--- src/lsfp_pkg.sv ---
// Shared types and constants for the line sensor frame parser.
package lsfp_pkg;

	localparam logic [7:0] CH_START = 8'h24;
	localparam logic [7:0] CH_END   = 8'h23;
	localparam logic [7:0] CH_DIG   = 8'h44;
	localparam logic [7:0] CH_ANA   = 8'h41;
	localparam logic [7:0] CH_X     = 8'h78;
	localparam logic [7:0] CH_COLON = 8'h3A;
	localparam logic [7:0] CH_COMMA = 8'h2C;
	localparam logic [7:0] CH_CR    = 8'h0D;
	localparam logic [7:0] CH_LF    = 8'h0A;
	localparam logic [7:0] CH_ZERO  = 8'h30;
	localparam logic [7:0] CH_NINE  = 8'h39;
	localparam logic [2:0] MAX_DIGITS = 3'd5;

	localparam logic OP_BYTE  = 1'b0;
	localparam logic OP_QUERY = 1'b1;

	localparam logic [1:0] KIND_NONE = 2'd0;
	localparam logic [1:0] KIND_DIG  = 2'd1;
	localparam logic [1:0] KIND_ANA  = 2'd2;

	localparam logic [1:0] LINK_OK    = 2'd0;
	localparam logic [1:0] LINK_STALE = 2'd1;
	localparam logic [1:0] LINK_NONE  = 2'd2;

	typedef enum logic [3:0] {
		PH_KIND      = 4'd0,
		PH_COMMA     = 4'd1,
		PH_X         = 4'd2,
		PH_IDX_FIRST = 4'd3,
		PH_IDX       = 4'd4,
		PH_VAL_FIRST = 4'd5,
		PH_VAL       = 4'd6
	} phase_t;

	typedef struct packed {
		logic        opcode;
		logic [7:0]  byte_in;
		logic [31:0] time_ms;
	} in_t;

	typedef struct packed {
		logic        frame_accepted;
		logic [1:0]  frame_kind;
		logic [7:0]  digital_bits;
		logic [63:0] analog_ch1_4;
		logic [63:0] analog_ch5_8;
		logic        digital_fresh;
		logic        analog_fresh;
		logic [1:0]  link_status;
		logic [15:0] bad_frames;
		logic [15:0] overflow_frames;
		logic [15:0] digital_frames;
		logic [15:0] analog_frames;
	} out_t;

	function automatic logic [15:0] sat_inc(input logic [15:0] v);
		sat_inc = (v == 16'hFFFF) ? v : v + 16'd1;
	endfunction

endpackage

--- src/line_sensor_frame_parser.sv ---
// Top level: byte-serial line sensor frame parser with status reporting.
// Takes one request (a received byte or a status query) per cycle and returns
// one status result in the cycle after. The grammar check, value staging and
// commit for a byte are done in one pass between the input handshake and the
// output register, so the rate is one request per clock as long as the output
// side does not stall. No clearing pass after reset.
module line_sensor_frame_parser #(
	parameter int CHANNELS      = 8,
	parameter int BODY_CAPACITY = 128,
	parameter int ANALOG_MAX    = 4095
) (
	input  logic                clk,
	input  logic                arst_n,
	input  logic                in_valid,
	output logic                in_stall,
	input  lsfp_pkg::in_t       in_data,
	output logic                out_valid,
	input  logic                out_stall,
	output lsfp_pkg::out_t      out_data,
	input  logic                cfg_we,
	input  logic [15:0]         cfg_data
);
	import lsfp_pkg::*;

	localparam logic [3:0]  CH_LAST = 4'(CHANNELS);
	localparam logic [7:0]  BODY_CAP = 8'(BODY_CAPACITY);
	localparam logic [16:0] ANA_LIM = 17'(ANALOG_MAX);

	logic        in_frame_q, in_frame_n;
	logic [7:0]  body_len_q, body_len_n;
	phase_t      phase_q, phase_n;
	logic [3:0]  chan_q, chan_n;
	logic [3:0]  idx_q, idx_n;
	logic [16:0] val_q, val_n;
	logic [2:0]  digits_q, digits_n;
	logic        err_q, err_n;
	logic        kind_q, kind_n;
	logic [15:0] staged_q [8];
	logic [15:0] staged_n [8];
	logic [7:0]  dig_store_q, dig_store_n;
	logic [15:0] ana_store_q [8];
	logic [15:0] ana_store_n [8];
	logic [31:0] dig_stamp_q, dig_stamp_n;
	logic [31:0] ana_stamp_q, ana_stamp_n;
	logic [15:0] cnt_bad_q, cnt_bad_n, cnt_ovf_q, cnt_ovf_n;
	logic [15:0] cnt_dig_q, cnt_dig_n, cnt_ana_q, cnt_ana_n;
	logic [15:0] max_age_q;
	logic [1:0]  kind_out;
	logic        accept;
	out_t        res;

	assign in_stall = out_valid & out_stall;
	assign accept   = in_valid & ~in_stall;

	always_comb begin
		logic [7:0]  b;
		logic [3:0]  d;
		logic        is_dig;
		logic [7:0]  idx_mul;
		logic [16:0] lim;
		logic        stage;
		logic        close_ok;
		b        = in_data.byte_in;
		d        = 4'(b - CH_ZERO);
		is_dig   = b inside {[CH_ZERO:CH_NINE]};
		idx_mul  = {4'd0, idx_q} * 8'd10 + {4'd0, d};
		lim      = kind_q ? ANA_LIM : 17'd1;
		stage    = 1'b0;
		close_ok = 1'b0;
		in_frame_n = in_frame_q;
		body_len_n = body_len_q;
		phase_n    = phase_q;
		chan_n     = chan_q;
		idx_n      = idx_q;
		val_n      = val_q;
		digits_n   = digits_q;
		err_n      = err_q;
		kind_n     = kind_q;
		staged_n   = staged_q;
		dig_store_n = dig_store_q;
		ana_store_n = ana_store_q;
		dig_stamp_n = dig_stamp_q;
		ana_stamp_n = ana_stamp_q;
		cnt_bad_n = cnt_bad_q;
		cnt_ovf_n = cnt_ovf_q;
		cnt_dig_n = cnt_dig_q;
		cnt_ana_n = cnt_ana_q;
		kind_out  = KIND_NONE;
		if (accept && in_data.opcode == OP_BYTE) begin
			if (b == CH_START) begin
				in_frame_n = 1'b1;
				body_len_n = 8'd0;
				phase_n    = PH_KIND;
				chan_n     = 4'd0;
				idx_n      = 4'd0;
				val_n      = 17'd0;
				digits_n   = 3'd0;
				err_n      = 1'b0;
				kind_n     = 1'b0;
			end else if (in_frame_q) begin
				if (b == CH_END) begin
					in_frame_n = 1'b0;
					if (!err_q && phase_q == PH_VAL && chan_q == CH_LAST && val_q <= lim) begin
						close_ok = 1'b1;
						stage    = 1'b1;
					end
				end else if (b == CH_CR || b == CH_LF) begin
					in_frame_n = in_frame_q;
				end else if (body_len_q >= BODY_CAP) begin
					in_frame_n = 1'b0;
					body_len_n = 8'd0;
					cnt_ovf_n  = sat_inc(cnt_ovf_q);
				end else begin
					body_len_n = body_len_q + 8'd1;
					if (!err_q) begin
						case (phase_q)
							PH_KIND: begin
								if (b == CH_DIG) begin
									kind_n = 1'b0; phase_n = PH_COMMA;
								end else if (b == CH_ANA) begin
									kind_n = 1'b1; phase_n = PH_COMMA;
								end else err_n = 1'b1;
							end
							PH_COMMA: begin
								if (b == CH_COMMA) begin
									chan_n = 4'd1; phase_n = PH_X;
								end else err_n = 1'b1;
							end
							PH_X: begin
								if (b == CH_X) phase_n = PH_IDX_FIRST;
								else err_n = 1'b1;
							end
							PH_IDX_FIRST: begin
								if (is_dig) begin
									idx_n = d; phase_n = PH_IDX;
								end else err_n = 1'b1;
							end
							PH_IDX: begin
								if (is_dig) begin
									idx_n = (idx_mul > 8'd15) ? 4'd15 : idx_mul[3:0];
								end else if (b == CH_COLON && idx_q == chan_q) begin
									phase_n = PH_VAL_FIRST;
								end else err_n = 1'b1;
							end
							PH_VAL_FIRST: begin
								if (is_dig) begin
									val_n = {13'd0, d}; digits_n = 3'd1; phase_n = PH_VAL;
								end else err_n = 1'b1;
							end
							PH_VAL: begin
								if (is_dig) begin
									if (digits_q >= MAX_DIGITS) err_n = 1'b1;
									else begin
										val_n = (val_q << 3) + (val_q << 1) + {13'd0, d};
										digits_n = digits_q + 3'd1;
									end
								end else if (b == CH_COMMA && chan_q < CH_LAST) begin
									if (val_q > lim) err_n = 1'b1;
									else stage = 1'b1;
									chan_n  = chan_q + 4'd1;
									phase_n = PH_X;
								end else err_n = 1'b1;
							end
							default: err_n = 1'b1;
						endcase
					end
				end
			end
		end
		if (stage)
			staged_n[3'(chan_q - 4'd1)] = val_q[15:0];
		if (accept && in_data.opcode == OP_BYTE && in_frame_q && b == CH_END
			&& b != CH_START) begin
			if (!close_ok) begin
				err_n     = 1'b1;
				cnt_bad_n = sat_inc(cnt_bad_q);
			end else if (!kind_q) begin
				for (int i = 0; i < CHANNELS; i++)
					dig_store_n[i] = staged_n[i][0];
				dig_stamp_n = in_data.time_ms;
				cnt_dig_n   = sat_inc(cnt_dig_q);
				kind_out    = KIND_DIG;
			end else begin
				for (int i = 0; i < CHANNELS; i++)
					ana_store_n[i] = staged_n[i];
				ana_stamp_n = in_data.time_ms;
				cnt_ana_n   = sat_inc(cnt_ana_q);
				kind_out    = KIND_ANA;
			end
		end
	end

	always_comb begin
		logic [31:0] now;
		logic [31:0] newer;
		logic        newer_fresh;
		now   = in_data.time_ms;
		newer = (dig_stamp_n > ana_stamp_n) ? dig_stamp_n : ana_stamp_n;
		newer_fresh = (newer != 32'd0) && ((now - newer) <= {16'd0, max_age_q});
		res.frame_accepted = (kind_out != KIND_NONE);
		res.frame_kind     = kind_out;
		res.digital_bits   = dig_store_n;
		res.analog_ch1_4   = {ana_store_n[3], ana_store_n[2], ana_store_n[1], ana_store_n[0]};
		res.analog_ch5_8   = {ana_store_n[7], ana_store_n[6], ana_store_n[5], ana_store_n[4]};
		res.digital_fresh  = (dig_stamp_n != 32'd0)
			&& ((now - dig_stamp_n) <= {16'd0, max_age_q});
		res.analog_fresh   = (ana_stamp_n != 32'd0)
			&& ((now - ana_stamp_n) <= {16'd0, max_age_q});
		if (cnt_dig_n == 16'd0 && cnt_ana_n == 16'd0) res.link_status = LINK_NONE;
		else res.link_status = newer_fresh ? LINK_OK : LINK_STALE;
		res.bad_frames      = cnt_bad_n;
		res.overflow_frames = cnt_ovf_n;
		res.digital_frames  = cnt_dig_n;
		res.analog_frames   = cnt_ana_n;
	end

	always_ff @(posedge clk or negedge arst_n) begin
		if (!arst_n) begin
			in_frame_q <= 1'b0;
			body_len_q <= 8'd0;
			phase_q    <= PH_KIND;
			chan_q     <= 4'd0;
			idx_q      <= 4'd0;
			val_q      <= 17'd0;
			digits_q   <= 3'd0;
			err_q      <= 1'b0;
			kind_q     <= 1'b0;
			dig_store_q <= 8'hFF;
			for (int i = 0; i < 8; i++) ana_store_q[i] <= 16'hFFFF;
			dig_stamp_q <= 32'd0;
			ana_stamp_q <= 32'd0;
			cnt_bad_q <= 16'd0;
			cnt_ovf_q <= 16'd0;
			cnt_dig_q <= 16'd0;
			cnt_ana_q <= 16'd0;
			max_age_q <= 16'd100;
			out_valid <= 1'b0;
		end else begin
			if (cfg_we) max_age_q <= cfg_data;
			if (accept) begin
				in_frame_q <= in_frame_n;
				body_len_q <= body_len_n;
				phase_q    <= phase_n;
				chan_q     <= chan_n;
				idx_q      <= idx_n;
				val_q      <= val_n;
				digits_q   <= digits_n;
				err_q      <= err_n;
				kind_q     <= kind_n;
				dig_store_q <= dig_store_n;
				ana_store_q <= ana_store_n;
				dig_stamp_q <= dig_stamp_n;
				ana_stamp_q <= ana_stamp_n;
				cnt_bad_q <= cnt_bad_n;
				cnt_ovf_q <= cnt_ovf_n;
				cnt_dig_q <= cnt_dig_n;
				cnt_ana_q <= cnt_ana_n;
				out_valid <= 1'b1;
			end else if (!out_stall) begin
				out_valid <= 1'b0;
			end
		end
	end

	always_ff @(posedge clk) begin
		if (accept) begin
			staged_q <= staged_n;
			out_data <= res;
		end
	end

`ifndef SYNTHESIS
	a_accept_kind: assert property (@(posedge clk) disable iff (!arst_n)
		out_valid && out_data.frame_accepted |-> out_data.frame_kind != KIND_NONE)
		else $error("accepted frame without kind");
	a_dig_count: assert property (@(posedge clk) disable iff (!arst_n)
		out_valid && out_data.frame_kind == KIND_DIG |-> out_data.digital_frames != 16'd0)
		else $error("digital frame not counted");
	a_link: assert property (@(posedge clk) disable iff (!arst_n)
		out_valid && (out_data.digital_frames != 16'd0 || out_data.analog_frames != 16'd0)
		|-> out_data.link_status != LINK_NONE)
		else $error("link reported none after a frame");
	a_hold: assert property (@(posedge clk) disable iff (!arst_n)
		out_valid && out_stall |=> out_valid && $stable(out_data))
		else $error("stalled result changed");
`endif

endmodule
--- config.mk ---
export PLATFORM = sky130hd
export DESIGN_NAME = line_sensor_frame_parser
export DESIGN_NICKNAME = d
export VERILOG_FILES = /design/src/lsfp_pkg.sv /design/src/line_sensor_frame_parser.sv
export SDC_FILE = /design/constraint.sdc
export NUM_CORES = 1
export LEC_CHECK = 0
export ABC_AREA = 1
export BUFFER_PORTS_ARGS = -buffer_cell sky130_fd_sc_hd__buf_2
export CAP_MARGIN = 25
export CORE_MARGIN = 4
export CORE_UTILIZATION = 55
export CTS_CLUSTER_DIAMETER = 30
export DETAILED_ROUTE_END_ITERATION = 8
export PLACE_DENSITY = 0.79
export SKIP_LAST_GASP = 1
export SYNTH_ARGS = -nofsm -noshare
export SYNTH_HDL_FRONTEND = slang
export SYNTH_SLANG_ARGS = --single-unit
--- constraint.sdc ---
create_clock -name clk -period 7.55 [get_ports clk]
set_input_delay 0.3775 -clock clk [delete_from_list [all_inputs] [get_ports clk]]
set_output_delay 0.3775 -clock clk [all_outputs]
set_load 0.01 [all_outputs]
==> Implementation_results.wiki <==
{| class="wikitable"
! Metric !! Value
|-
| Number of standard cells after synthesis || 4032
|-
| Number of endpoints with negative hold slack in the final report || 0
|-
| Pre-CTS setup slack || 63.0 ps
|-
| Most used DFF post-synth || sky130_fd_sc_hd__edfxtp_1
|-
| Share of cells above drive strength 1 || 16.8%
|-
| Critical path launch point type || flop
|-
| Number of sinks driven by the clock tree || 658
|-
| Die outline area || 69600 µm²
|-
| Relative contribution of sequential cells to total power || 39.0%
|-
| Starting density of the core || 55.7%
|-
| Total DRC errors in the routed layout || 0
|-
| Critical Setup Path Class || reg2reg
|-
| Avg Vias per Cell || 5.53
|-
| IO Pins || 271
|-
| Number of H-tree branching levels || 3
|-
| Total of fill cells in the finished design || 4948
|-
| Number of failing setup endpoints in the final timing report || 0
|-
| Core Area || 64600 µm²
|-
| Most area-hungry cell type in the Yosys netlist || sky130_fd_sc_hd__edfxtp_1
|-
| Initial antenna violation count || 1
|-
| Vias post-DR || 29800
|-
| Most used cells in the layout excluding fill and tap cells || 1181 x sky130_fd_sc_hd__nand2_1, 480 x sky130_fd_sc_hd__inv_1, 335 x sky130_fd_sc_hd__edfxtp_1, 269 x sky130_fd_sc_hd__buf_2, 235 x sky130_fd_sc_hd__o21ai_0
|-
| Detailed-route wire length per cell || 18.0 µm
|-
| Net Sw Frac || 23.9%
|-
| Iter 0 DRT Violations || 2603
|-
| Routability congestion estimate from global placement || 0.940
|-
| Status || finished clean
|-
| Nets || 4707
|-
| Critical-path cell with the highest stage delay || sky130_fd_sc_hd__o21ai_0
|-
| GRT overflow || 0
|-
| CP Buf/Inv Count || 6
|-
| Type of destination of the critical path || flop
|-
| Data arrival, critical path || 7430 ps
|-
| Pwr dens || 235 nW/µm²
|-
| Fin crit share || 93.7%
|-
| Clock share of power || 53.7%
|-
| Fin Setup TNS || 0 ps
|-
| Clock Tree Buf Depth || 3
|-
| Maximum ir drop on the vdd rail || 0.000176 V
|-
| HPWL after DPL || 68300 µm
|-
| Layout overhead on the synthesized area || 19.9%
|-
| Hold/Removal Path Class || in2reg
|-
| Max Freq || 141 MHz
|-
| Portion of the post-synthesis area used by sequential elements || 50.9%
|-
| Combinational fraction of design power || 7.3%
|-
| Most common cell after layout, fill and taps aside || sky130_fd_sc_hd__nand2_1
|-
| Kind of cell with the highest combined delay on the critical path || simple AND/OR/NAND/NOR gates
|-
| Remaining antenna violation count after routing || 0
|-
| Actual transition at the worst max-transition pin || 1070 ps
|-
| Highest fanout seen on the critical path || 36
|-
| Synth warnings || 0
|-
| Share of the synthesized area in the top cell type || 28.0%
|-
| Worst Path Required || 7910 ps
|-
| First-pass GRT wire length || 154000 µm
|-
| Clk Tree Root Cell || sky130_fd_sc_hd__clkbuf_16
|-
| Flip-flop and latch count after synthesis || 658
|-
| Per-instance average area after synthesis || 8.92 µm²
|-
| Leakage power summed over all cells || 21.4 nW
|-
| DRT Wirelength || 97100 µm
|-
| Top cells by area, synth || sky130_fd_sc_hd__edfxtp_1 28%, sky130_fd_sc_hd__dfrtp_1 13%, sky130_fd_sc_hd__nand2_1 12%
|-
| Port bufs || 270
|-
| Number of global-route vias before repair || 29900
|-
| Total nets after synthesis || 4320
|-
| Reported max-cap violation count || 0
|-
| Number of slew-limit violations in the final report || 0
|-
| Most numerous cell on the critical path || sky130_fd_sc_hd__nand2_1
|-
| Final worst setup slack || 476 ps
|-
| Final worst clock skew || 52.5 ps
|-
| Horizontal die dimension || 264 µm
|-
| Mapped Area || 36000 µm²
|-
| Internal || 0.00772 W
|-
| Async SR Flop Fraction || 49.1%
|-
| Crit-path max cell delay || 530 ps
|-
| Site row count || 93
|-
| Clock tree from TritonCTS || built
|-
| Worst-skew pair later-pin latency || 680 ps
|-
| Largest net degree at the start of global routing || 194
|-
| Clock slew seen by the registers of the worst setup and hold paths || 40 ps
|-
| GRT Total Usage || 27.2%
|-
| Crit path time final || 7070 ps
|-
| Relative max-transition margin || 28.6%
|-
| Count of flip-flops with a built-in enable after synthesis || 335
|-
| Total net switching power || 0.00242 W
|-
| Netlist cell types || 69
|-
| Setup repair after global routing missed its margin || yes
|-
| Overall die height || 264 µm
|-
| Count of TritonRoute iterations in the first routing pass || 6
|-
| Clock buffer count from CTS || 120
|}
cell families (layout without fill, tap and decap cells):
logic type	count (synthesis)	in the layout	synth area share [%]
and+or+nand+nor	1760	1761	20.6
DFF	658	658	50.9
AOI/OAI and AO/OA	646	646	10.4
buffers and inverters	582	1073	6.17
adders and majority gates	226	226	7.96
xor gates and xnor gates	156	156	3.80
muxes	4	4	0.122
other	0	1	0
power groups by stage:
stage | Clock, W | Sequential (W) | Combinational (W)
final | 0.00545 | 0.00396 | 0.000742
after global routing | 0.00570 | 0.00396 | 0.000832
after CTS | 0.00550 | 0.00396 | 0.000733
after detailed placement | 0 | 0.00402 | 0.000717
after global placement | 0 | 0.00401 | 0.000704
after floorplan | 0 | 0.00405 | 0.000431
worst paths after layout:
| path | start | end | slack (ps) | cells after the start |
|---|---|---|---|---|
| max | kind_q | out_data[64] | 480 | 46 |
| min | in_valid | err_q | 90 | 3 |
| max reg2reg | kind_q | out_data[64] | 480 | 46 |
| min reg2reg | ana_stamp_q[0] | ana_stamp_q[0] | 480 | 2 |
| max in group asynchronous | arst_n | val_q[4] | 5300 | 4 |
| min in group asynchronous | arst_n | max_age_q[1] | 270 | 2 |
metrics by stage:
step	hold WS (ps)	power, W	cells	instance area [µm²]	utilization (%)
final	87.2	0.0101	5380	43100	66.8
after global routing	97.8	0.0105	5380	43100	66.8
after CTS	59.3	0.0102	5372	42900	66.5
after detailed placement	383	0.00473	5126	38500	59.6
after global placement	375	0.00472	5126	38500	59.6
after floorplan	81.9	0.00449	4032	36000	-
tightest hold or removal path: cells and delay by family:
kind / cells / cell delay [ps]
and+or+nand+nor: 1 / 130
buffers and inverters: 1 / 100
AOI/OAI and AO/OA: 1 / 80
per-layer routing:
metal	GRT usage, %	vias up	wire [µm]
li1	-	14300	-
met1	34.4	14200	39700
met2	47.4	1000	48000
met3	4.02	222	5760
met4	10.7	0	3670
met5	0	-	0
area by class of cell:
| cell class | count | area (µm²) | share of cell area [%] |
|---|---|---|---|
| timing repair buffer | 344 | 2090 | 4.84 |
| sequential | 658 | 18300 | 42.5 |
| inverter | 502 | 1920 | 4.44 |
| clock buffer | 150 | 3270 | 7.58 |
| antenna | 1 | 2.50 | 0.00580 |
| multi-input combinational | 2793 | 15500 | 36.0 |
| clock inverter | 77 | 950 | 2.20 |
| tap | 855 | 1070 | 2.48 |
flip-flops by register name, indices dropped and copies added (netlist names):
| signal | count |
|---|---|
| idx_q | 4 |
| dig_stamp_q | 32 |
| ana_store_q | 128 |
| cnt_ovf_q | 16 |
| cnt_dig_q | 16 |
| phase_q | 3 |
| dig_store_q | 8 |
| out_valid | 1 |
| err_q | 1 |
| kind_q | 1 |
| cnt_ana_q | 16 |
| body_len_q | 8 |
| val_q | 17 |
| in_frame_q | 1 |
| out_data | 207 |
| ana_stamp_q | 32 |
| staged_q | 128 |
| digits_q | 3 |
| chan_q | 4 |
| max_age_q | 16 |
| cnt_bad_q | 16 |
synth_stat cells (8+ instances only):
| library cell | count |
|---|---|
| sky130_fd_sc_hd__ha_1 | 221 |
| sky130_fd_sc_hd__nor4_1 | 34 |
| sky130_fd_sc_hd__a21oi_1 | 165 |
| sky130_fd_sc_hd__nor2_1 | 222 |
| sky130_fd_sc_hd__o21ai_0 | 255 |
| sky130_fd_sc_hd__nand2_1 | 1181 |
| sky130_fd_sc_hd__a211oi_1 | 11 |
| sky130_fd_sc_hd__or2_2 | 12 |
| sky130_fd_sc_hd__nand4_1 | 58 |
| sky130_fd_sc_hd__edfxtp_1 | 335 |
| sky130_fd_sc_hd__o21ai_1 | 29 |
| sky130_fd_sc_hd__a31oi_1 | 8 |
| sky130_fd_sc_hd__dfrtp_1 | 184 |
| sky130_fd_sc_hd__o31ai_1 | 8 |
| sky130_fd_sc_hd__dfstp_2 | 139 |
| sky130_fd_sc_hd__nand2_2 | 19 |
| sky130_fd_sc_hd__clkinv_1 | 11 |
| sky130_fd_sc_hd__clkbuf_1 | 62 |
| sky130_fd_sc_hd__xor2_1 | 116 |
| sky130_fd_sc_hd__nand3_1 | 127 |
| sky130_fd_sc_hd__o21bai_1 | 10 |
| sky130_fd_sc_hd__buf_2 | 8 |
| sky130_fd_sc_hd__o22ai_1 | 14 |
| sky130_fd_sc_hd__nand3_2 | 10 |
| sky130_fd_sc_hd__inv_1 | 484 |
| sky130_fd_sc_hd__xnor2_1 | 40 |
| sky130_fd_sc_hd__o21a_1 | 89 |
| sky130_fd_sc_hd__nor3_1 | 64 |
repair_timing:
item                                    CTS  global route
gates cloned                              0             2
hold buffers                             19             0
endpoints found under the setup margin    1             3
pin swaps                                 0             3
gates resized for setup                   1            39
endpoints found under the hold margin    86             0
setup buffers                             0             3
Note: power is estimated with default switching activity, not from simulation.
